**config.mk**
```make
export PLATFORM = sky130hd
export DESIGN_NAME = tape_pulse_to_byte_block_decoder
export DESIGN_NICKNAME = d
export VERILOG_FILES = /design/src/design/tpbd_pkg.sv /design/src/design/tape_pulse_to_byte_block_decoder.sv
export SDC_FILE = /design/constraint.sdc
export NUM_CORES = 1
export LEC_CHECK = 0
export BUFFER_PORTS_ARGS = -buffer_cell sky130_fd_sc_hd__buf_2
export CORE_MARGIN = 4
export CORE_UTILIZATION = 40
export CTS_CLUSTER_SIZE = 30
export DETAILED_ROUTE_END_ITERATION = 8
export GPL_ROUTABILITY_DRIVEN = 0
export GPL_TIMING_DRIVEN = 1
export PLACE_DENSITY = 0.58
export SYNTH_ARGS = -nofsm -noshare
export SYNTH_HDL_FRONTEND = slang
export SYNTH_SLANG_ARGS = --single-unit
```
**constraint.sdc**
```tcl
create_clock -name clk_i -period 9 [get_ports clk_i]
set_clock_uncertainty 0.05 [all_clocks]
set_input_delay 0.45 -clock clk_i [delete_from_list [all_inputs] [get_ports clk_i]]
set_output_delay 0.45 -clock clk_i [all_outputs]
set_load 0.03 [all_outputs]
```
**src/design/tpbd_pkg.sv**
```systemverilog
// Package for the tape pulse to byte block decoder.
// Holds field widths, register indexes, reset values, pulse classes and result codes.
// No dependencies.
package tpbd_pkg;

  // Field and register widths
  localparam int unsigned TickBitsDef = 40;
  localparam int unsigned DivW        = 10;
  localparam int unsigned UsW         = 16;
  localparam int unsigned CfgIdxW     = 4;
  localparam int unsigned CfgDataW    = 16;
  localparam int unsigned KindW       = 2;
  localparam int unsigned ValueW      = 16;

  // Register indexes on the configuration port
  localparam logic [CfgIdxW-1:0] CfgTicksPerUs = 4'd0;
  localparam logic [CfgIdxW-1:0] CfgShortMin   = 4'd1;
  localparam logic [CfgIdxW-1:0] CfgShortMax   = 4'd2;
  localparam logic [CfgIdxW-1:0] CfgLongLimit  = 4'd3;

  // Register reset values
  localparam logic [DivW-1:0] TicksPerUsRst = 10'd16;
  localparam logic [UsW-1:0]  ShortMinRst   = 16'd150;
  localparam logic [UsW-1:0]  ShortMaxRst   = 16'd360;
  localparam logic [UsW-1:0]  LongLimitRst  = 16'd550;

  localparam logic [7:0]      ByteMask      = 8'hff;
  localparam logic [UsW-1:0]  CountMax      = 16'hffff;

  // Pulse classes
  typedef enum logic [1:0] {
    CLS_NONE  = 2'd0,
    CLS_SHORT = 2'd1,
    CLS_LONG  = 2'd2,
    CLS_PAUSE = 2'd3
  } pulse_cls_e;

  // Input actions
  localparam logic ActPulse = 1'b0;
  localparam logic ActEnd   = 1'b1;

  // Result kinds
  localparam logic [KindW-1:0] KindByte  = 2'd0;
  localparam logic [KindW-1:0] KindBlock = 2'd1;
  localparam logic [KindW-1:0] KindEmpty = 2'd2;

  // Data pulse phases
  localparam logic [1:0] PhaseNone = 2'd0;
  localparam logic [1:0] PhaseOdd  = 2'd1;
  localparam logic [1:0] PhaseEven = 2'd2;

  // Good wave run saturates here
  localparam logic [1:0] RunFull = 2'd2;

endpackage

```
**src/design/tape_pulse_to_byte_block_decoder.sv**
```systemverilog
// Tape pulse decoder top level: pulse width to microseconds, pulse classing,
// wave pairing, byte assembly and block ends. Depends on tpbd_pkg.
//
//  channel | direction | handshake              | payload
//  --------+-----------+------------------------+------------------------------
//  in      | input     | in_valid_i / in_stall_o  | action_i, pulse_ticks_i
//  out     | output    | out_valid_o / out_stall_i| result_kind_o, result_value_o
//  cfg     | input     | cfg_valid_i / cfg_ready_o| cfg_index_i, cfg_data_i
//
// A pulse sample is taken in ST_IDLE, then passes TICK_BITS steps of the
// restoring divider (one quotient bit each), a rounding step and a step that
// classifies and commits; no new item is taken until that commit. The skipped
// first pulse only sets a flag in ST_IDLE, and an end of stream goes straight
// to the commit step. Reset clears all control and decode state at once; there
// is no clearing pass. A result waits in the output register while the next
// item is taken; commit of a later result holds until that register is free.
module tape_pulse_to_byte_block_decoder #(
  parameter int unsigned TICK_BITS = tpbd_pkg::TickBitsDef
) (
  input  logic                           clk_i,
  input  logic                           rst_ni,
  // Input item channel
  input  logic                           in_valid_i,
  output logic                           in_stall_o,
  input  logic                           action_i,
  input  logic [TICK_BITS-1:0]           pulse_ticks_i,
  // Result channel
  output logic                           out_valid_o,
  input  logic                           out_stall_i,
  output logic [tpbd_pkg::KindW-1:0]     result_kind_o,
  output logic [tpbd_pkg::ValueW-1:0]    result_value_o,
  // Configuration write channel
  input  logic                           cfg_valid_i,
  output logic                           cfg_ready_o,
  input  logic [tpbd_pkg::CfgIdxW-1:0]   cfg_index_i,
  input  logic [tpbd_pkg::CfgDataW-1:0]  cfg_data_i
);
  import tpbd_pkg::*;

  localparam int unsigned CntW = $clog2(TICK_BITS);

  typedef enum logic [1:0] {
    ST_IDLE,
    ST_DIV,
    ST_ROUND,
    ST_FIN
  } state_e;

  state_e state_q;

  // Configuration registers
  logic [DivW-1:0] tpus_q;
  logic [UsW-1:0]  short_min_q, short_max_q, long_limit_q;

  // Item and divider datapath
  logic                 act_q;
  logic [TICK_BITS-1:0] dq_q;      // dividend shifting out, quotient shifting in
  logic [DivW:0]        rem_q;
  logic [DivW-1:0]      div_q;
  logic [CntW-1:0]      cnt_q;
  logic [TICK_BITS-1:0] len_q;

  // Decode state
  logic       first_skip_q;
  pulse_cls_e prev_cls_q;
  logic [1:0] phase_q;
  logic [1:0] run_q;
  logic [2:0] bitc_q;
  logic [7:0] shift_q;
  logic [UsW-1:0] count_q;
  logic       any_q;

  // Output register
  logic               out_valid_q;
  logic [KindW-1:0]   kind_q;
  logic [ValueW-1:0]  value_q;

  // Next decode state from the commit logic
  pulse_cls_e prev_cls_d;
  logic [1:0] phase_d, run_d;
  logic [2:0] bitc_d;
  logic [7:0] shift_d;
  logic [UsW-1:0] count_d;
  logic       any_d, first_skip_d;
  logic       emit;
  logic [KindW-1:0]  kind_d;
  logic [ValueW-1:0] value_d;

  logic [DivW-1:0] div_eff;
  logic [DivW:0]   rem_sh, rem_sub;
  logic            qbit;
  logic            round_up;
  pulse_cls_e      cls;
  logic            commit;
  logic            in_xfer;

  assign in_stall_o  = (state_q != ST_IDLE);
  assign in_xfer     = in_valid_i && !in_stall_o;
  assign cfg_ready_o = 1'b1;

  assign out_valid_o    = out_valid_q;
  assign result_kind_o  = kind_q;
  assign result_value_o = value_q;

  // Treat a zero divisor as one
  assign div_eff = (tpus_q == '0) ? DivW'(1) : tpus_q;

  // One restoring divide step
  assign rem_sh  = {rem_q[DivW-1:0], dq_q[TICK_BITS-1]};
  assign rem_sub = rem_sh - {1'b0, div_q};
  assign qbit    = (rem_sh >= {1'b0, div_q});

  // Round half up: remainder plus half divisor reaching the divisor
  assign round_up = ((rem_q + {2'b00, div_q[DivW-1:1]}) >= {1'b0, div_q});

  // Class the rounded width
  always_comb begin
    if ((len_q >= TICK_BITS'(short_min_q)) && (len_q <= TICK_BITS'(short_max_q))) begin
      cls = CLS_SHORT;
    end else if ((len_q > TICK_BITS'(short_max_q)) && (len_q < TICK_BITS'(long_limit_q))) begin
      cls = CLS_LONG;
    end else begin
      cls = CLS_PAUSE;
    end
  end

  // Work out the decode update and the result of the current item
  always_comb begin
    prev_cls_d   = prev_cls_q;
    phase_d      = phase_q;
    run_d        = run_q;
    bitc_d       = bitc_q;
    shift_d      = shift_q;
    count_d      = count_q;
    any_d        = any_q;
    first_skip_d = first_skip_q;
    emit         = 1'b0;
    kind_d       = KindByte;
    value_d      = '0;
    if (act_q == ActEnd) begin
      // Close the stream and return to reset values
      if (count_q != '0) begin
        emit    = 1'b1;
        kind_d  = KindBlock;
        value_d = count_q;
      end else if (!any_q) begin
        emit    = 1'b1;
        kind_d  = KindEmpty;
      end
      prev_cls_d   = CLS_PAUSE;
      phase_d      = PhaseNone;
      run_d        = '0;
      bitc_d       = '0;
      shift_d      = '0;
      count_d      = '0;
      any_d        = 1'b0;
      first_skip_d = 1'b0;
    end else if (cls == CLS_PAUSE) begin
      // Close the block; keep the partial shift byte
      prev_cls_d = cls;
      phase_d    = PhaseNone;
      run_d      = '0;
      bitc_d     = '0;
      count_d    = '0;
      if (count_q != '0) begin
        emit    = 1'b1;
        kind_d  = KindBlock;
        value_d = count_q;
      end
    end else begin
      prev_cls_d = cls;
      if (phase_q != PhaseOdd) begin
        phase_d = PhaseOdd;
      end else begin
        phase_d = PhaseEven;
        if (prev_cls_q != cls) begin
          run_d = '0;
        end else begin
          run_d = (run_q < RunFull) ? run_q + 2'd1 : run_q;
          if (run_d == RunFull) begin
            // Shift in the wave bit, MSB first
            shift_d = {shift_q[6:0], (cls == CLS_LONG)} & ByteMask;
            if (bitc_q == 3'd7) begin
              bitc_d  = '0;
              count_d = (count_q != CountMax) ? count_q + UsW'(1) : count_q;
              any_d   = 1'b1;
              emit    = 1'b1;
              kind_d  = KindByte;
              value_d = ValueW'(shift_d);
            end else begin
              bitc_d = bitc_q + 3'd1;
            end
          end
        end
      end
    end
  end

  // Commit once the output register can take any result
  assign commit = (state_q == ST_FIN) && (!emit || !out_valid_q || !out_stall_i);

  // Configuration writes; out-of-range indexes are dropped
  always_ff @(posedge clk_i or negedge rst_ni) begin
    if (!rst_ni) begin
      tpus_q       <= TicksPerUsRst;
      short_min_q  <= ShortMinRst;
      short_max_q  <= ShortMaxRst;
      long_limit_q <= LongLimitRst;
    end else if (cfg_valid_i && cfg_ready_o) begin
      case (cfg_index_i)
        CfgTicksPerUs: tpus_q       <= cfg_data_i[DivW-1:0];
        CfgShortMin:   short_min_q  <= cfg_data_i;
        CfgShortMax:   short_max_q  <= cfg_data_i;
        CfgLongLimit:  long_limit_q <= cfg_data_i;
        default: ;
      endcase
    end
  end

  // Datapath registers without reset
  always_ff @(posedge clk_i) begin
    case (state_q)
      ST_IDLE: begin
        if (in_xfer) begin
          act_q <= action_i;
          dq_q  <= pulse_ticks_i;
          rem_q <= '0;
          div_q <= div_eff;
          cnt_q <= CntW'(TICK_BITS - 1);
        end
      end
      ST_DIV: begin
        rem_q <= qbit ? rem_sub : rem_sh;
        dq_q  <= {dq_q[TICK_BITS-2:0], qbit};
        cnt_q <= cnt_q - CntW'(1);
      end
      ST_ROUND: begin
        len_q <= dq_q + TICK_BITS'(round_up);
      end
      default: ;
    endcase
  end

  // Sequencer, decode state and output register
  always_ff @(posedge clk_i or negedge rst_ni) begin
    if (!rst_ni) begin
      state_q      <= ST_IDLE;
      first_skip_q <= 1'b0;
      prev_cls_q   <= CLS_PAUSE;
      phase_q      <= PhaseNone;
      run_q        <= '0;
      bitc_q       <= '0;
      shift_q      <= '0;
      count_q      <= '0;
      any_q        <= 1'b0;
      out_valid_q  <= 1'b0;
      kind_q       <= KindByte;
      value_q      <= '0;
    end else begin
      // Drop the result once it is taken, unless a new one replaces it
      if (out_valid_q && !out_stall_i && !(commit && emit)) begin
        out_valid_q <= 1'b0;
      end
      case (state_q)
        ST_IDLE: begin
          if (in_xfer) begin
            if (action_i == ActEnd) begin
              state_q <= ST_FIN;
            end else if (!first_skip_q) begin
              first_skip_q <= 1'b1;
            end else begin
              state_q <= ST_DIV;
            end
          end
        end
        ST_DIV: begin
          if (cnt_q == '0) begin
            state_q <= ST_ROUND;
          end
        end
        ST_ROUND: begin
          state_q <= ST_FIN;
        end
        ST_FIN: begin
          if (commit) begin
            state_q      <= ST_IDLE;
            first_skip_q <= first_skip_d;
            prev_cls_q   <= prev_cls_d;
            phase_q      <= phase_d;
            run_q        <= run_d;
            bitc_q       <= bitc_d;
            shift_q      <= shift_d;
            count_q      <= count_d;
            any_q        <= any_d;
            if (emit) begin
              out_valid_q <= 1'b1;
              kind_q      <= kind_d;
              value_q     <= value_d;
            end
          end
        end
        default: begin
          state_q <= ST_IDLE;
        end
      endcase
    end
  end

  // Divider remainder stays below the latched divisor
  assert property (@(posedge clk_i) disable iff (!rst_ni)
    (state_q == ST_DIV) |-> (rem_q < {1'b0, div_q}))
    else $error("divider remainder not below divisor");

  // A pending result is never overwritten by a new one
  assert property (@(posedge clk_i) disable iff (!rst_ni)
    (state_q == ST_FIN && emit && out_valid_q && out_stall_i) |=>
      (state_q == ST_FIN && out_valid_q && $stable(value_q) && $stable(kind_q)))
    else $error("result commit while output register full");

  // Phase never takes the unused code, run never passes saturation
  assert property (@(posedge clk_i) disable iff (!rst_ni)
    (phase_q != 2'd3) && (run_q <= RunFull))
    else $error("wave phase or run out of range");

  // A byte result always follows a completed byte with bit counter cleared
  assert property (@(posedge clk_i) disable iff (!rst_ni)
    (commit && emit && kind_d == KindByte) |=> (bitc_q == '0 && any_q && count_q != '0))
    else $error("byte emitted without byte bookkeeping");

endmodule

```
* After elaboration in Yosys (flattened, before gate mapping)
Index checks and enable logic that the tools add are counted.
** Cells by class
- Shift-type cells :: 0
- Order comparisons :: 7
- Mux-type cells :: 78
- $add $sub $neg :: 7
- Equality and inequality tests :: 24
- Bitwise logic cells :: 0
- $mul :: 0
- Divide/modulo/power cells :: 0
- Reduce and logical (&&, ||, !) cells :: 42
** Operator list (count)
- two-way mux 16 bit :: 10
- case mux 40 bit (2 select lines) :: 1
- adder 40 x 1 -> 40 bit :: 1
- greater-or-equal comparator 40 x 16 -> 1 bit :: 1
- greater-than comparator 40 x 16 -> 1 bit :: 1
- <= comparator 40 x 16 -> 1 bit :: 1
- less-than comparator 40 x 16 -> 1 bit :: 1
- two-way mux 40 bit :: 1
- two-way mux 2 bit :: 19
- two-way mux 7 bit :: 5
- two-way mux 8 bit :: 4
- two-way mux 1 bit :: 25
- greater-or-equal comparator 11 x 10 -> 1 bit :: 2
- two-way mux 11 bit :: 2
- case mux 11 bit (2 select lines) :: 1
- two-way mux 3 bit :: 6
- adder 16 x 1 -> 16 bit (second input constant) :: 1
- inequality test 16 bit (second input constant) :: 1
- inequality test 2 bit (second input constant) :: 8
- nonzero test 16 bit :: 1
- AND reduction 2 bit :: 7
- AND reduction 7 bit :: 2
- case mux 6 bit (2 select lines) :: 1
- adder 11 x 9 -> 11 bit :: 1
- 29 further kinds :: 55
** Storage, ports and cells
- Logic and storage cells :: 180
- Input bits :: 66
- Memory bits (read-only) :: 0
- Flip-flop bits (word level) :: 221
- Memory bits (writable) :: 0
- Memories :: 0
- Bits in latches :: 0
- Output and inout bits :: 21

* Depth between registers and ports, before layout
Gate-level depths: netlist (run 1).
- Depth in word-level cells :: 20
- Depth in mapped cells :: 25
- Mapped depth without buffers :: 25

* Worst setup path after synthesis (run 1)
No wires, ideal clock.
- Path type :: flip-flop to flip-flop
- Start point :: register rem_q[1]
- End point :: register len_q[36], data pin
- Setup slack :: 4451 ps
- Data required time :: 8692 ps
- Library setup time :: 258 ps
- Arrival :: 4241 ps
- Cell stages (with the launch flop) :: 24
- Path buffers :: 0
- Period minus slack after synthesis :: 4549 ps
- Cells stage by stage :: edfxtp_1 -> ha_1 -> nand2b_1 -> a21oi_1 -> o21bai_1 -> a21oi_1 -> o21bai_1 -> a21oi_1 -> o21bai_1 -> or4b_2 -> o311ai_0 -> ha_1 -> o21ai_0 -> o211ai_1 -> ha_1 -> ha_1 -> nand3_1 -> nor2_1 -> nand3_1 -> nor2_1 -> and3_1 -> nor2b_1 -> nand2_1 -> xnor2_1
** On the way
- Word-level cells in the longest chain between the ends :: 3
** Ends and longest elaborated chain
- start: declaration :: RTL line tape_pulse_to_byte_block_decoder.sv:58 : logic [DivW:0] rem_q;
- start signal: assignment :: RTL line tape_pulse_to_byte_block_decoder.sv:233 : rem_q <= qbit ? rem_sub : rem_sh;
- adder 11 x 9 -> 11 bit :: RTL line tape_pulse_to_byte_block_decoder.sv:114 : assign round_up = ((rem_q + {2'b00, div_q[DivW-1:1]}) >= {1'b0, div_q});
- greater-or-equal comparator 11 x 10 -> 1 bit :: RTL line tape_pulse_to_byte_block_decoder.sv:114
- adder 40 x 1 -> 40 bit :: RTL line tape_pulse_to_byte_block_decoder.sv:238 : len_q <= dq_q + TICK_BITS'(round_up);
- end signal: assignment :: RTL line tape_pulse_to_byte_block_decoder.sv:238
- end: declaration :: RTL line tape_pulse_to_byte_block_decoder.sv:61 : logic [TICK_BITS-1:0] len_q;
Every way passes these cells.
A chain may end at the register's enable or synchronous reset.

* Final worst setup path (run 1)
- Start point :: register rem_q[1]
- End point :: register len_q[38], data pin
The elaborated chain is that of the path after synthesis.

==> results of run 1 <==
metrics by stage:
stage	total power, uW	hold WS (ps)
final	2380	121
after global routing	2490	120
after CTS	2410	101
after detailed placement	1400	415
after global placement	1390	413
after floorplan	1320	104
worst min path at each step:
| stage | endpoint | slack, ps | depth (start not counted) |
|---|---|---|---|
| 5_1_grt | short_max_q[10] | 120 | 3 |
| 4_1_cts | short_max_q[10] | 100 | 3 |
| 6_report | short_max_q[10] | 120 | 3 |
| 3_3_place_gp | div_q[7] | 410 | 0 |
| 2_1_floorplan | any_q | 100 | 0 |
| 3_5_place_dp | div_q[7] | 420 | 0 |
final cells by class:
class | count | area (um^2) | share of cell area (%)
clock inverter | 4 | 45.0 | 0.323
inverter | 92 | 345 | 2.48
clock buffer | 41 | 767 | 5.50
multi-input combinational | 730 | 5710 | 40.9
timing repair buffer | 94 | 498 | 3.57
sequential | 221 | 6090 | 43.7
tap | 390 | 488 | 3.50
worst max-delay path, delay by kind of cell, from the launching register on:
kind                     cells  cell delay [ps]
AO/OA/AOI/OAI                9             1180
XOR/XNOR                     1              130
adder cells (fa/ha/maj)      4             1040
AND/OR/NAND/NOR              9             2170
flip-flops                   1              460
kinds of logic (layout without fill, tap and decap cells):
logic type / Yosys count / count (layout) / share of synthesized area [%]
and+or+nand+nor: 282 / 282 / 11.9
DFF: 221 / 221 / 49.5
AOI/OAI and AO/OA: 176 / 176 / 9.83
buffers and inverters: 133 / 231 / 4.18
muxes: 125 / 125 / 11.2
adders and majority gates: 91 / 91 / 9.38
xor gates and xnor gates: 55 / 55 / 3.92
other: 1 / 1 / 0.0305
state kept, by name, summed over array words and instances (netlist names), 3 cells and up:
| name | count |
|---|---|
| dq_q | 40 |
| len_q | 40 |
| count_q | 16 |
| long_limit_q | 16 |
| result_value_o | 16 |
| short_max_q | 16 |
| short_min_q | 16 |
| rem_q | 11 |
| div_q | 10 |
| tpus_q | 10 |
| shift_q | 7 |
| cnt_q | 6 |
| bitc_q | 3 |
repair_timing:
item | 4_1_cts | 5_1_grt
setup buffers | 0 | 0
endpoints found under the hold margin | 45 | 0
hold buffers | 1 | 0
power by group:
group	internal (uW)	switching, uW
registers	1130	29.7
clock network	607	400
logic	102	118
total	1840	548
per-layer routing:
metal  vias up  share of wire (%)
met5         -              0.049
met4         2                2.0
met2       148                 44
li1       4092                  -
met1      3966                 50
met3        42                4.2
cells in the final DEF, fill, tap and decap left out, drive strengths merged, types with 16 or more instances in the layout:
| master | n |
|---|---|
| o21ai | 36 |
| xor2 | 19 |
| ha | 89 |
| nand4 | 24 |
| nand3 | 32 |
| a21oi | 29 |
| edfxtp | 108 |
| clkbuf | 41 |
| a31oi | 16 |
| o31ai | 20 |
| nor2 | 40 |
| inv | 92 |
| mux2 | 101 |
| nand2 | 84 |
| and3 | 19 |
| nor2b | 18 |
| buf | 93 |
| xnor2 | 36 |
| mux2i | 24 |
| dfrtp | 98 |
==> metrics.txt, run 1 <==
# TYPE chip_impl_metric gauge
chip_impl_metric{name="synth_async_sr_flop_share",unit="%"} 51.1
chip_impl_metric{name="grt_remaining_overflow",unit=""} 0
chip_impl_metric{name="synth.cell_area",unit="um^2"} 12300
chip_impl_metric{name="grt_pass1_vias",unit=""} 8126
chip_impl_metric{name="die_area",unit="um^2"} 33600
chip_impl_info{name="ys_top_cells_by_count",value="sky130_fd_sc_hd__edfxtp_1 (108), sky130_fd_sc_hd__mux2_2 (100), sky130_fd_sc_hd__dfrtp_1 (98), sky130_fd_sc_hd__inv_1 (92), sky130_fd_sc_hd__ha_1 (89)"} 1
chip_impl_metric{name="place.port_buffers",unit=""} 85
chip_impl_metric{name="cts.htree.levels",unit=""} 1
chip_impl_info{name="setup.worst_path.end",value="len_q[38]"} 1
chip_impl_metric{name="drt-vias-per-instance",unit=""} 5.25
chip_impl_metric{name="final_layout_size_suffix_gt1_share",unit="%"} 22.2
chip_impl_info{name="type_of_the_setup_path_with_the_least_slack",value="reg2reg"} 1
chip_impl_metric{name="antennaDiodeCount",unit=""} 0
chip_impl_metric{name="irDropWorstVdd",unit="mV"} 0.133
chip_impl_metric{name="timing.final.crit_share",unit="%"} 58.7
chip_impl_metric{name="final_cell_count_no_fill",unit=""} 1572
chip_impl_metric{name="post_cts_resized",unit=""} 0
chip_impl_info{name="cell_type_with_the_largest_total_area_after_synthesis",value="sky130_fd_sc_hd__edfxtp_1"} 1
chip_impl_metric{name="yosys_warn_count",unit=""} 0
chip_impl_metric{name="slew_of_the_pin_with_the_lowest_slew_margin",unit="ps"} 1240
chip_impl_metric{name="ys_seq_area_share",unit="%"} 49.5
chip_impl_metric{name="num_rows",unit=""} 63
chip_impl_metric{name="syn_to_final_growth",unit="%"} 13.4
chip_impl_metric{name="finish.utilization",unit="%"} 46.5
chip_impl_info{name="yosys-top-cells-area",value="sky130_fd_sc_hd__edfxtp_1 (26%), sky130_fd_sc_hd__dfrtp_1 (20%), sky130_fd_sc_hd__mux2_2 (9.2%)"} 1
chip_impl_metric{name="ant_nets",unit=""} 0
chip_impl_metric{name="pre_cts_ws",unit="ps"} 3720
chip_impl_info{name="reg2reg_from",value="rem_q[1]"} 1
chip_impl_metric{name="via_count",unit=""} 8250
chip_impl_metric{name="met2_track_utilization_from_global_routing",unit="%"} 24.7
chip_impl_metric{name="initial_utilization",unit="%"} 41.1
chip_impl_metric{name="totalNegativeSetupSlack",unit="ps"} 0
chip_impl_metric{name="drv.max_cap_violation_count",unit=""} 0
chip_impl_info{name="timing.critical_path.from_type",value="flop"} 1
chip_impl_metric{name="critPathArrivalTime",unit="ps"} 5490
chip_impl_info{name="unrepaired_setup_endpoints_after_global_routing",value="no"} 1
chip_impl_metric{name="maxClockFrequency",unit="MHz"} 189
chip_impl_metric{name="cp_max_fo",unit=""} 6
chip_impl_metric{name="chipHeight",unit="um"} 183
chip_impl_metric{name="drt_wl_total",unit="um"} 26800
chip_impl_info{name="ys_dominant_reg_cell",value="sky130_fd_sc_hd__edfxtp_1"} 1
chip_impl_metric{name="layout.filler_cells",unit=""} 2797
chip_impl_info{name="grt.busiest_layer",value="met2"} 1
chip_impl_metric{name="drt_drc_violations_left",unit=""} 0
chip_impl_metric{name="cts.sinks",unit=""} 221
chip_impl_metric{name="synthesis.area_per_instance",unit="um^2"} 11.3
chip_impl_metric{name="post-dp-hpwl",unit="um"} 19400
chip_impl_metric{name="hold_violation_total_from_the_final_report",unit=""} 0
chip_impl_metric{name="netlist-cell-type-count",unit=""} 70
chip_impl_metric{name="layout_setup_ws",unit="ps"} 3720
chip_impl_metric{name="pin_count",unit=""} 87
chip_impl_metric{name="drt_pre_antenna_iters",unit=""} 4
chip_impl_info{name="worstReg2RegEnd",value="len_q[38]"} 1
chip_impl_metric{name="synth-seq-cells",unit=""} 221
chip_impl_metric{name="clock_tree.buffer_depth",unit=""} 3
chip_impl_metric{name="finalNetCount",unit=""} 1321
chip_impl_metric{name="placedCellCount",unit=""} 1526
chip_impl_info{name="hold_path_startpoint",value="cfg_data_i[10]"} 1
chip_impl_metric{name="grt_max_degree",unit=""} 67
chip_impl_info{name="crit_top_cell",value="sky130_fd_sc_hd__ha_1"} 1
chip_impl_metric{name="wire_per_inst",unit="um"} 17.0
chip_impl_metric{name="syn_nets",unit=""} 1241
chip_impl_metric{name="detailed_place.area",unit="um^2"} 13100
chip_impl_info{name="critPathSlowestCell",value="sky130_fd_sc_hd__or4b_2"} 1
chip_impl_info{name="min_path_type",value="in2reg"} 1
chip_impl_metric{name="clkLatencyLatePin",unit="ps"} 520
chip_impl_metric{name="rr_worst_depth",unit=""} 23
chip_impl_metric{name="cts_inserted_buffers",unit=""} 25
chip_impl_metric{name="worstPathRequired",unit="ps"} 9210
chip_impl_metric{name="placeableCoreArea",unit="um^2"} 30000
chip_impl_metric{name="grt_usage",unit="%"} 15.8
chip_impl_metric{name="maxSlewHeadroom",unit="%"} 16.9
chip_impl_metric{name="gr-usage-met1",unit="%"} 23.4
chip_impl_metric{name="setup_violations",unit=""} 0
chip_impl_metric{name="power-per-cell-area",unit="nW/um^2"} 171
chip_impl_metric{name="cpPeakStageDelay",unit="ps"} 580
chip_impl_metric{name="netlist_instances",unit=""} 1084
chip_impl_info{name="crit_path_end_kind",value="flop"} 1
chip_impl_metric{name="synth_enable_flop_cells",unit=""} 108
chip_impl_info{name="clockRootBuffer",value="sky130_fd_sc_hd__clkbuf_16"} 1
chip_impl_metric{name="power.static_leakage",unit="uW"} 0.00594
chip_impl_info{name="critical_path_source",value="rem_q[1]"} 1
chip_impl_metric{name="final_max_slew_viol_count",unit=""} 0
chip_impl_metric{name="chipWidth",unit="um"} 183
chip_impl_metric{name="r2r_slack",unit="ps"} 3720
chip_impl_info{name="critical_path.cell_chain",value="ha_1, nand2b_1, a21oi_1, o21bai_1, a21oi_1, o21bai_1, a21oi_1, o21bai_1, or4b_2, o311ai_0, ha_1, o21ai_0, o211ai_1, ha_1, ha_1, nand3_1, nor2_1, nand3_1, nor2_1, and3_1, nor2b_1, nand2_1, xnor2_1"} 1
chip_impl_metric{name="grt_use_met3",unit="%"} 2.34
chip_impl_info{name="synth.most_common_cell",value="sky130_fd_sc_hd__edfxtp_1"} 1
chip_impl_metric{name="post-route-min-period",unit="ps"} 5280
chip_impl_info{name="run_status",value="finished, final reports clean"} 1
chip_impl_metric{name="design_area",unit="um^2"} 13900
chip_impl_info{name="clock_tree_from_tritoncts",value="yes"} 1
chip_impl_metric{name="detail_route.iter0.violations",unit=""} 443
chip_impl_metric{name="grt_pass1_wl",unit="um"} 43700
chip_impl_metric{name="grt_antenna_before_repair",unit=""} 2
chip_impl_metric{name="yosys.area.top_type_share",unit="%"} 26.4
chip_impl_metric{name="clock_pin_slew_on_the_worst_setup_and_hold_paths",unit="ps"} 60
No activity file was read; power rests on OpenSTA's default activity.
==> run 2: changes to the inputs <==
--- a/config.mk
+++ b/config.mk
@@ -5,6 +5,7 @@
 export SDC_FILE = /design/constraint.sdc
 export NUM_CORES = 1
 export LEC_CHECK = 0
+export ABC_AREA = 1
 export BUFFER_PORTS_ARGS = -buffer_cell sky130_fd_sc_hd__buf_2
 export CORE_MARGIN = 4
 export CORE_UTILIZATION = 40
@@ -12,7 +13,7 @@
 export DETAILED_ROUTE_END_ITERATION = 8
 export GPL_ROUTABILITY_DRIVEN = 0
 export GPL_TIMING_DRIVEN = 1
-export PLACE_DENSITY = 0.58
+export PLACE_DENSITY = 0.6
 export SYNTH_ARGS = -nofsm -noshare
 export SYNTH_HDL_FRONTEND = slang
 export SYNTH_SLANG_ARGS = --single-unit
==> constraint.sdc (replaced) <==
create_clock -name clk_i -period 4.6 [get_ports clk_i]
set_clock_uncertainty 0.05 [all_clocks]
set_input_delay 0.23 -clock clk_i [delete_from_list [all_inputs] [get_ports clk_i]]
set_output_delay 0.23 -clock clk_i [all_outputs]
set_load 0.03 [all_outputs]
==> run 2 against run 1 <==
Area after synthesis rose by 5.5%. The flow now finishes with violations (setup timing). Sequential share of layout area fell by 5.4 points. First-iteration DRC count rose by 52%. Die area rose by 5.2%.
==> metrics.txt, run 2 <==
# TYPE chip_impl_metric gauge
chip_impl_info{name="run_status",value="finished, violations left"} 1
chip_impl_metric{name="grt_max_degree",unit=""} 68
chip_impl_metric{name="layout_setup_ws",unit="ps"} -169
chip_impl_metric{name="netlist-cell-type-count",unit=""} 51
chip_impl_metric{name="cts_inserted_buffers",unit=""} 26
chip_impl_metric{name="synthAdderAreaFrac",unit="%"} 8.89
chip_impl_metric{name="ant_nets",unit=""} 0
chip_impl_metric{name="maxClockFrequency",unit="MHz"} 210
chip_impl_metric{name="post-dp-hpwl",unit="um"} 22000
chip_impl_metric{name="cts.sinks",unit=""} 221
chip_impl_metric{name="drt_wl_total",unit="um"} 30900
chip_impl_metric{name="post-route-min-period",unit="ps"} 4770
chip_impl_info{name="synth_top_family_by_area",value="simple AND/OR/NAND/NOR gates"} 1
chip_impl_metric{name="grt_antenna_before_repair",unit=""} 0
chip_impl_metric{name="antennaDiodeCount",unit=""} 0
chip_impl_info{name="worst_hold_path.endpoint",value="first_skip_q"} 1
chip_impl_metric{name="share_of_the_synthesized_area_in_compound_gates_ao_oa_aoi_oai",unit="%"} 8.60
chip_impl_metric{name="clkLatencyLatePin",unit="ps"} 550
chip_impl_metric{name="final_cell_count_no_fill",unit=""} 2173
chip_impl_metric{name="drt_drc_violations_left",unit=""} 0
chip_impl_info{name="ys_dominant_reg_cell",value="sky130_fd_sc_hd__edfxtp_1"} 1
chip_impl_metric{name="cp_max_fo",unit=""} 3
chip_impl_metric{name="drv.max_cap_violation_count",unit=""} 0
chip_impl_metric{name="synth.mux.area_fraction",unit="%"} 0
chip_impl_metric{name="chipHeight",unit="um"} 188
chip_impl_metric{name="yosys_warn_count",unit=""} 0
chip_impl_info{name="hold_path_startpoint",value="in_valid_i"} 1
chip_impl_metric{name="placedCellCount",unit=""} 2049
chip_impl_info{name="timing.critical_path.from_type",value="flop"} 1
chip_impl_metric{name="rr_worst_depth",unit=""} 31
chip_impl_metric{name="grt_remaining_overflow",unit=""} 0
chip_impl_metric{name="timing.final.crit_share",unit="%"} 104
chip_impl_metric{name="maxSlewHeadroom",unit="%"} 21.5
chip_impl_metric{name="synth_async_sr_flop_share",unit="%"} 51.1
chip_impl_metric{name="power.static_leakage",unit="uW"} 0.00734
chip_impl_metric{name="clock_tree.buffer_depth",unit=""} 3
chip_impl_info{name="critPathSlowestCell",value="sky130_fd_sc_hd__edfxtp_1"} 1
chip_impl_metric{name="grt_pass1_wl",unit="um"} 51700
chip_impl_metric{name="layout.filler_cells",unit=""} 3006
chip_impl_metric{name="cts.htree.levels",unit=""} 1
chip_impl_metric{name="finalNetCount",unit=""} 1875
chip_impl_metric{name="place.port_buffers",unit=""} 85
chip_impl_metric{name="finalHoldWorstSlack",unit="ps"} 111
chip_impl_metric{name="synth.cell_area",unit="um^2"} 13000
chip_impl_metric{name="finish.utilization",unit="%"} 50.0
chip_impl_info{name="min_path_type",value="in2reg"} 1
chip_impl_info{name="unrepaired_setup_endpoints_after_global_routing",value="yes"} 1
chip_impl_metric{name="slew_of_the_pin_with_the_lowest_slew_margin",unit="ps"} 1170
chip_impl_metric{name="hold_violation_total_from_the_final_report",unit=""} 0
chip_impl_metric{name="clock_pin_slew_on_the_worst_setup_and_hold_paths",unit="ps"} 60
chip_impl_metric{name="synth-seq-cells",unit=""} 221
chip_impl_metric{name="initial_utilization",unit="%"} 40.8
chip_impl_metric{name="pre_cts_ws",unit="ps"} -403
chip_impl_info{name="yosys-top-cells-area",value="sky130_fd_sc_hd__edfxtp_1 (25%), sky130_fd_sc_hd__dfrtp_1 (19%), sky130_fd_sc_hd__nand2_1 (13%)"} 1
chip_impl_info{name="synth.most_common_cell",value="sky130_fd_sc_hd__nand2_1"} 1
chip_impl_metric{name="num_rows",unit=""} 65
chip_impl_info{name="type_of_the_setup_path_with_the_least_slack",value="reg2reg"} 1
chip_impl_metric{name="r2r_slack",unit="ps"} -170
chip_impl_metric{name="via_count",unit=""} 10500
chip_impl_info{name="clock_tree_from_tritoncts",value="yes"} 1
chip_impl_metric{name="syn_to_final_growth",unit="%"} 22.7
chip_impl_info{name="reg2reg_from",value="rem_q[0]"} 1
chip_impl_info{name="mostFrequentLayoutCells",value="sky130_fd_sc_hd__nand2_1 (433), sky130_fd_sc_hd__inv_1 (186), sky130_fd_sc_hd__o21ai_0 (123), sky130_fd_sc_hd__edfxtp_1 (108), sky130_fd_sc_hd__dfrtp_1 (98)"} 1
chip_impl_metric{name="drt_pre_antenna_iters",unit=""} 6
chip_impl_metric{name="pin_count",unit=""} 87
chip_impl_metric{name="setup_violations",unit=""} 9
chip_impl_info{name="ys_top_cells_by_count",value="sky130_fd_sc_hd__nand2_1 (437), sky130_fd_sc_hd__inv_1 (190), sky130_fd_sc_hd__o21ai_0 (126), sky130_fd_sc_hd__edfxtp_1 (108)"} 1
chip_impl_metric{name="cpPeakStageDelay",unit="ps"} 400
chip_impl_metric{name="netlist_instances",unit=""} 1537
chip_impl_info{name="cell_type_with_the_largest_total_area_after_synthesis",value="sky130_fd_sc_hd__edfxtp_1"} 1
chip_impl_metric{name="drt-vias-per-instance",unit=""} 4.84
chip_impl_info{name="layout_top_registers",value="dq_q (40), len_q (40)"} 1
chip_impl_metric{name="synth_enable_flop_cells",unit=""} 108
chip_impl_metric{name="critPathArrivalTime",unit="ps"} 5020
chip_impl_info{name="clockRootBuffer",value="sky130_fd_sc_hd__clkbuf_16"} 1
chip_impl_metric{name="totalPowerFinal",unit="uW"} 9100
chip_impl_metric{name="final_max_slew_viol_count",unit=""} 0
chip_impl_metric{name="yosys.area.top_type_share",unit="%"} 25.0
chip_impl_metric{name="die_area",unit="um^2"} 35400
chip_impl_info{name="layout_commonest_cell",value="sky130_fd_sc_hd__nand2_1"} 1
chip_impl_metric{name="irDropWorstVdd",unit="mV"} 0.351
chip_impl_metric{name="grt_usage",unit="%"} 17.3
chip_impl_metric{name="worstPathRequired",unit="ps"} 4850
chip_impl_metric{name="ys_seq_area_share",unit="%"} 46.9
chip_impl_metric{name="chipWidth",unit="um"} 188
chip_impl_metric{name="syn_nets",unit=""} 1694
chip_impl_metric{name="post_synth_and_or_nand_nor_area_fraction",unit="%"} 23.5
chip_impl_metric{name="grt_pass1_vias",unit=""} 10300
chip_impl_info{name="worstReg2RegEnd",value="len_q[36]"} 1
chip_impl_metric{name="placeableCoreArea",unit="um^2"} 31800
chip_impl_metric{name="hold-path-cell-count",unit=""} 5
chip_impl_metric{name="wire_per_inst",unit="um"} 14.2
chip_impl_metric{name="xor_xnor_share_of_the_synthesized_area",unit="%"} 4.39
chip_impl_metric{name="detail_route.iter0.violations",unit=""} 673
chip_impl_info{name="crit_path_end_kind",value="flop"} 1
chip_impl_metric{name="power-per-cell-area",unit="nW/um^2"} 572
chip_impl_metric{name="synthesis.area_per_instance",unit="um^2"} 8.44
chip_impl_info{name="failing_checks",value="setup timing"} 1
chip_impl_metric{name="final_layout_size_suffix_gt1_share",unit="%"} 16.7
## run 2: layout make-up
cell class / instances / area, um^2 / share of cell area (%)
clock buffers: 33 / 728 / 4.58
clock inverters: 15 / 161 / 1.01
inverters: 199 / 747 / 4.69
multi-input cells: 1066 / 6160 / 38.7
flip-flops and latches: 221 / 6090 / 38.3
well taps: 435 / 544 / 3.42
repair buffers: 204 / 1480 / 9.28
## run 2: power breakdown
part / switching, uW / internal [uW]
clock network: 860 / 1240
registers: 508 / 2950
logic: 2180 / 1360
## run 2: cells by family (layout without fill, tap and decap cells)
kind of cell,count (synthesis),after routing
buf+inv,250,451
flops,221,221
fa+ha+maj,91,91
compound gates,204,204
xor+xnor,65,65
simple gates,705,705
other cells,1,1
## run 2: worst max-delay path: cells and delay by family, from the launching register on
kind	cells	cell delay (ps)
adder cells (fa/ha/maj)	5	1220
AND/OR/NAND/NOR	12	1360
flip-flops	1	400
AO/OA/AOI/OAI	8	920
XOR/XNOR	2	240
buffers and inverters	4	340
## run 2: what timing repair did
action / in CTS / in global routing
hold buffers: 59 / 0
pin swaps: 27 / 9
endpoints found under the setup margin: 11 / 22
resized for setup: 12 / 23
endpoints found under the hold margin: 152 / 0
buffers inserted: 16 / 6
## run 2: metal layers
metal  wire [um]  vias to the layer above  track usage [%]
met3        1210                       27             2.36
met5           0                        -                0
met2       13800                      220             27.9
li1            -                     5380                -
met1       15500                     4901             25.4
met4         412                        0             3.05
## run 2: worst max path at each step
stage	endpoint	cells after the start	start
finish	len_q[36]	31	rem_q[0]
global route	len_q[33]	28	rem_q[0]
CTS	len_q[36]	31	rem_q[1]
detailed placement	len_q[24]	32	rem_q[1]
global placement	len_q[24]	32	rem_q[1]
floorplan	len_q[24]	33	div_q[2]
## run 2: metrics by stage
stage / cell area [um^2] / TNS [ps]
3_5_place_dp: 14100 / -2240
4_1_cts: 15800 / -785
3_3_place_gp: 14100 / -1560
5_1_grt: 15900 / -6470
2_1_floorplan: 13000 / -306
6_report: 15900 / -1140
==> run 3: changes to the inputs <==
--- a/config.mk
+++ b/config.mk
@@ -14,6 +14,7 @@
 export GPL_ROUTABILITY_DRIVEN = 0
 export GPL_TIMING_DRIVEN = 1
 export PLACE_DENSITY = 0.6
+export RECOVER_POWER = 100
 export SYNTH_ARGS = -nofsm -noshare
 export SYNTH_HDL_FRONTEND = slang
 export SYNTH_SLANG_ARGS = --single-unit
==> run 3 against run 2 <==
Highest routed layer unchanged. Total power shrank 0.31%. Final area shrank 0.63%. Via count shrank 0.10%. The run ends with capacitance limit, slew limit, setup timing left. Core utilization shrank 0.31 points. Sequential cell count is the same. Sequential power is essentially flat.
==> metrics.txt, run 3 (synthesized netlist as in run 2, its figures left out) <==
# TYPE chip_impl_metric gauge
chip_impl_info{name="run_status",value="finished, violations left"} 1
chip_impl_info{name="failing_checks",value="capacitance limit, slew limit, setup timing"} 1
chip_impl_metric{name="wire_per_inst",unit="um"} 14.2
chip_impl_info{name="unrepaired_setup_endpoints_after_global_routing",value="yes"} 1
chip_impl_metric{name="ant_nets",unit=""} 0
chip_impl_metric{name="via_count",unit=""} 10500
chip_impl_metric{name="grt_usage",unit="%"} 17.3
chip_impl_info{name="timing.critical_path.from_type",value="flop"} 1
chip_impl_metric{name="rr_worst_depth",unit=""} 28
chip_impl_metric{name="cpPeakStageDelay",unit="ps"} 400
chip_impl_metric{name="post-dp-hpwl",unit="um"} 22000
chip_impl_metric{name="grt_pass1_vias",unit=""} 10300
chip_impl_metric{name="power.static_leakage",unit="uW"} 0.00723
chip_impl_metric{name="hold-path-cell-count",unit=""} 5
chip_impl_metric{name="placeableCoreArea",unit="um^2"} 31800
chip_impl_metric{name="drt_wl_total",unit="um"} 30900
chip_impl_metric{name="irDropWorstVdd",unit="mV"} 0.352
chip_impl_metric{name="worstPathRequired",unit="ps"} 4840
chip_impl_metric{name="post-route-min-period",unit="ps"} 4770
chip_impl_metric{name="grt_pass1_wl",unit="um"} 51700
chip_impl_info{name="crit_path_end_kind",value="flop"} 1
chip_impl_metric{name="die_area",unit="um^2"} 35400
chip_impl_metric{name="final_layout_size_suffix_gt1_share",unit="%"} 14.6
chip_impl_metric{name="clkLatencyLatePin",unit="ps"} 550
chip_impl_info{name="type_of_the_setup_path_with_the_least_slack",value="reg2reg"} 1
chip_impl_info{name="hold_path_startpoint",value="in_valid_i"} 1
chip_impl_info{name="clock_tree_from_tritoncts",value="yes"} 1
chip_impl_info{name="critPathSlowestCell",value="sky130_fd_sc_hd__edfxtp_1"} 1
chip_impl_metric{name="hold_violation_total_from_the_final_report",unit=""} 0
chip_impl_info{name="mostFrequentLayoutCells",value="sky130_fd_sc_hd__nand2_1 (436), sky130_fd_sc_hd__inv_1 (190), sky130_fd_sc_hd__o21ai_0 (126), sky130_fd_sc_hd__edfxtp_1 (108), sky130_fd_sc_hd__dfrtp_1 (98)"} 1
chip_impl_metric{name="critPathArrivalTime",unit="ps"} 5010
chip_impl_info{name="worst_hold_path.endpoint",value="first_skip_q"} 1
chip_impl_metric{name="setup_violations",unit=""} 10
chip_impl_metric{name="grt_remaining_overflow",unit=""} 0
chip_impl_metric{name="cp_max_fo",unit=""} 3
chip_impl_info{name="clockRootBuffer",value="sky130_fd_sc_hd__clkbuf_16"} 1
chip_impl_metric{name="place.port_buffers",unit=""} 85
chip_impl_metric{name="clock_tree.buffer_depth",unit=""} 3
chip_impl_info{name="layout_top_registers",value="dq_q (40), len_q (40)"} 1
chip_impl_metric{name="grt_antenna_before_repair",unit=""} 0
chip_impl_metric{name="timing.final.crit_share",unit="%"} 104
chip_impl_metric{name="detail_route.iter0.violations",unit=""} 614
chip_impl_metric{name="drv.max_cap_violation_count",unit=""} 4
chip_impl_metric{name="cts.htree.levels",unit=""} 1
chip_impl_metric{name="syn_to_final_growth",unit="%"} 21.9
chip_impl_metric{name="slew_of_the_pin_with_the_lowest_slew_margin",unit="ps"} 3560
chip_impl_metric{name="layout_setup_ws",unit="ps"} -168
chip_impl_metric{name="num_rows",unit=""} 65
chip_impl_metric{name="grt_max_degree",unit=""} 68
chip_impl_metric{name="chipWidth",unit="um"} 188
chip_impl_info{name="crit_top_cell",value="sky130_fd_sc_hd__nand4_1"} 1
chip_impl_metric{name="pin_count",unit=""} 87
chip_impl_info{name="min_path_type",value="in2reg"} 1
chip_impl_metric{name="cts.sinks",unit=""} 221
chip_impl_metric{name="drt_pre_antenna_iters",unit=""} 5
chip_impl_metric{name="maxClockFrequency",unit="MHz"} 210
chip_impl_metric{name="clock_pin_slew_on_the_worst_setup_and_hold_paths",unit="ps"} 60
chip_impl_metric{name="finalNetCount",unit=""} 1875
chip_impl_metric{name="chipHeight",unit="um"} 188
chip_impl_metric{name="antennaDiodeCount",unit=""} 0
chip_impl_metric{name="drt_drc_violations_left",unit=""} 0
chip_impl_metric{name="cts_inserted_buffers",unit=""} 26
chip_impl_info{name="layout_commonest_cell",value="sky130_fd_sc_hd__nand2_1"} 1
chip_impl_metric{name="maxSlewHeadroom",unit="%"} -137
chip_impl_metric{name="drt-vias-per-instance",unit=""} 4.84
chip_impl_metric{name="r2r_slack",unit="ps"} -170
chip_impl_metric{name="power-per-cell-area",unit="nW/um^2"} 574
chip_impl_info{name="reg2reg_from",value="rem_q[0]"} 1
chip_impl_info{name="worstReg2RegEnd",value="len_q[33]"} 1
chip_impl_metric{name="finish.utilization",unit="%"} 49.7
chip_impl_metric{name="initial_utilization",unit="%"} 40.8
chip_impl_metric{name="final_max_slew_viol_count",unit=""} 208
chip_impl_metric{name="totalNegativeSetupSlack",unit="ps"} -1140
## run 3: what timing repair did
action                     4_1_cts  5_1_grt
resized for setup               12       23
hold buffers                    59        0
buffers inserted                16        6
hold endpoints to repair       152        0
pin swaps                       27        9
setup endpoints to repair       11       22
## run 3: cell type report
class | instances | area, um^2
fill | 3030 | 16000
multi-input combinational | 1066 | 6110
sequential | 221 | 6090
timing repair buffer | 204 | 1430
inverter | 199 | 747
clock buffer | 33 | 728
tap | 435 | 544
clock inverter | 15 | 161
## run 3: per-layer routing
layer	vias up	global-route usage (%)	routed length, um
met3	25	2.36	1210
met4	0	3.05	406
met2	206	27.9	13900
li1	5376	-	-
met1	4910	25.4	15400
met5	-	0	0
## run 3: critical path: cells and delay by family (launching register included)
| kind | cells | cell delay [ps] |
|---|---|---|
| flip-flops | 1 | 400 |
| buffers and inverters | 4 | 280 |
| XOR/XNOR | 2 | 250 |
| AND/OR/NAND/NOR | 10 | 1540 |
| adder cells (fa/ha/maj) | 4 | 1080 |
| AO/OA/AOI/OAI | 8 | 920 |
## run 3: stage by stage
step                      worst slack [ps]  cell area, um^2  hold slack, ps  std cells  total power (uW)
after detailed placement              -403            14100             344       2049              6770
final                                 -168            15800             110       2173              9070
after global placement                -324            14100             344       2049              6690
after CTS                             -192            15800            88.9       2172              9040
after floorplan                       -166            13000            -116       1537              5780
after global routing                  -589            15800             129       2173              9810
## run 3: worst max path at each step
stage                  start   endpoint  slack, ps  cells past startpoint
floorplan           div_q[2]  len_q[24]       -170                     33
global placement    rem_q[1]  len_q[24]       -320                     32
detailed placement  rem_q[1]  len_q[24]       -400                     32
CTS                 rem_q[1]  len_q[36]       -190                     31
global route        rem_q[0]  len_q[33]       -590                     28
finish              rem_q[0]  len_q[33]       -170                     28
## run 3: report_power, final
part / total (uW) / switching [uW] / internal, uW / leakage [uW]
clock: 2100 / 857 / 1240 / 0.000433
combinational: 3500 / 2160 / 1340 / 0.00432
sequential: 3480 / 508 / 2970 / 0.00248
total: 9070 / 3520 / 5550 / 0.00723
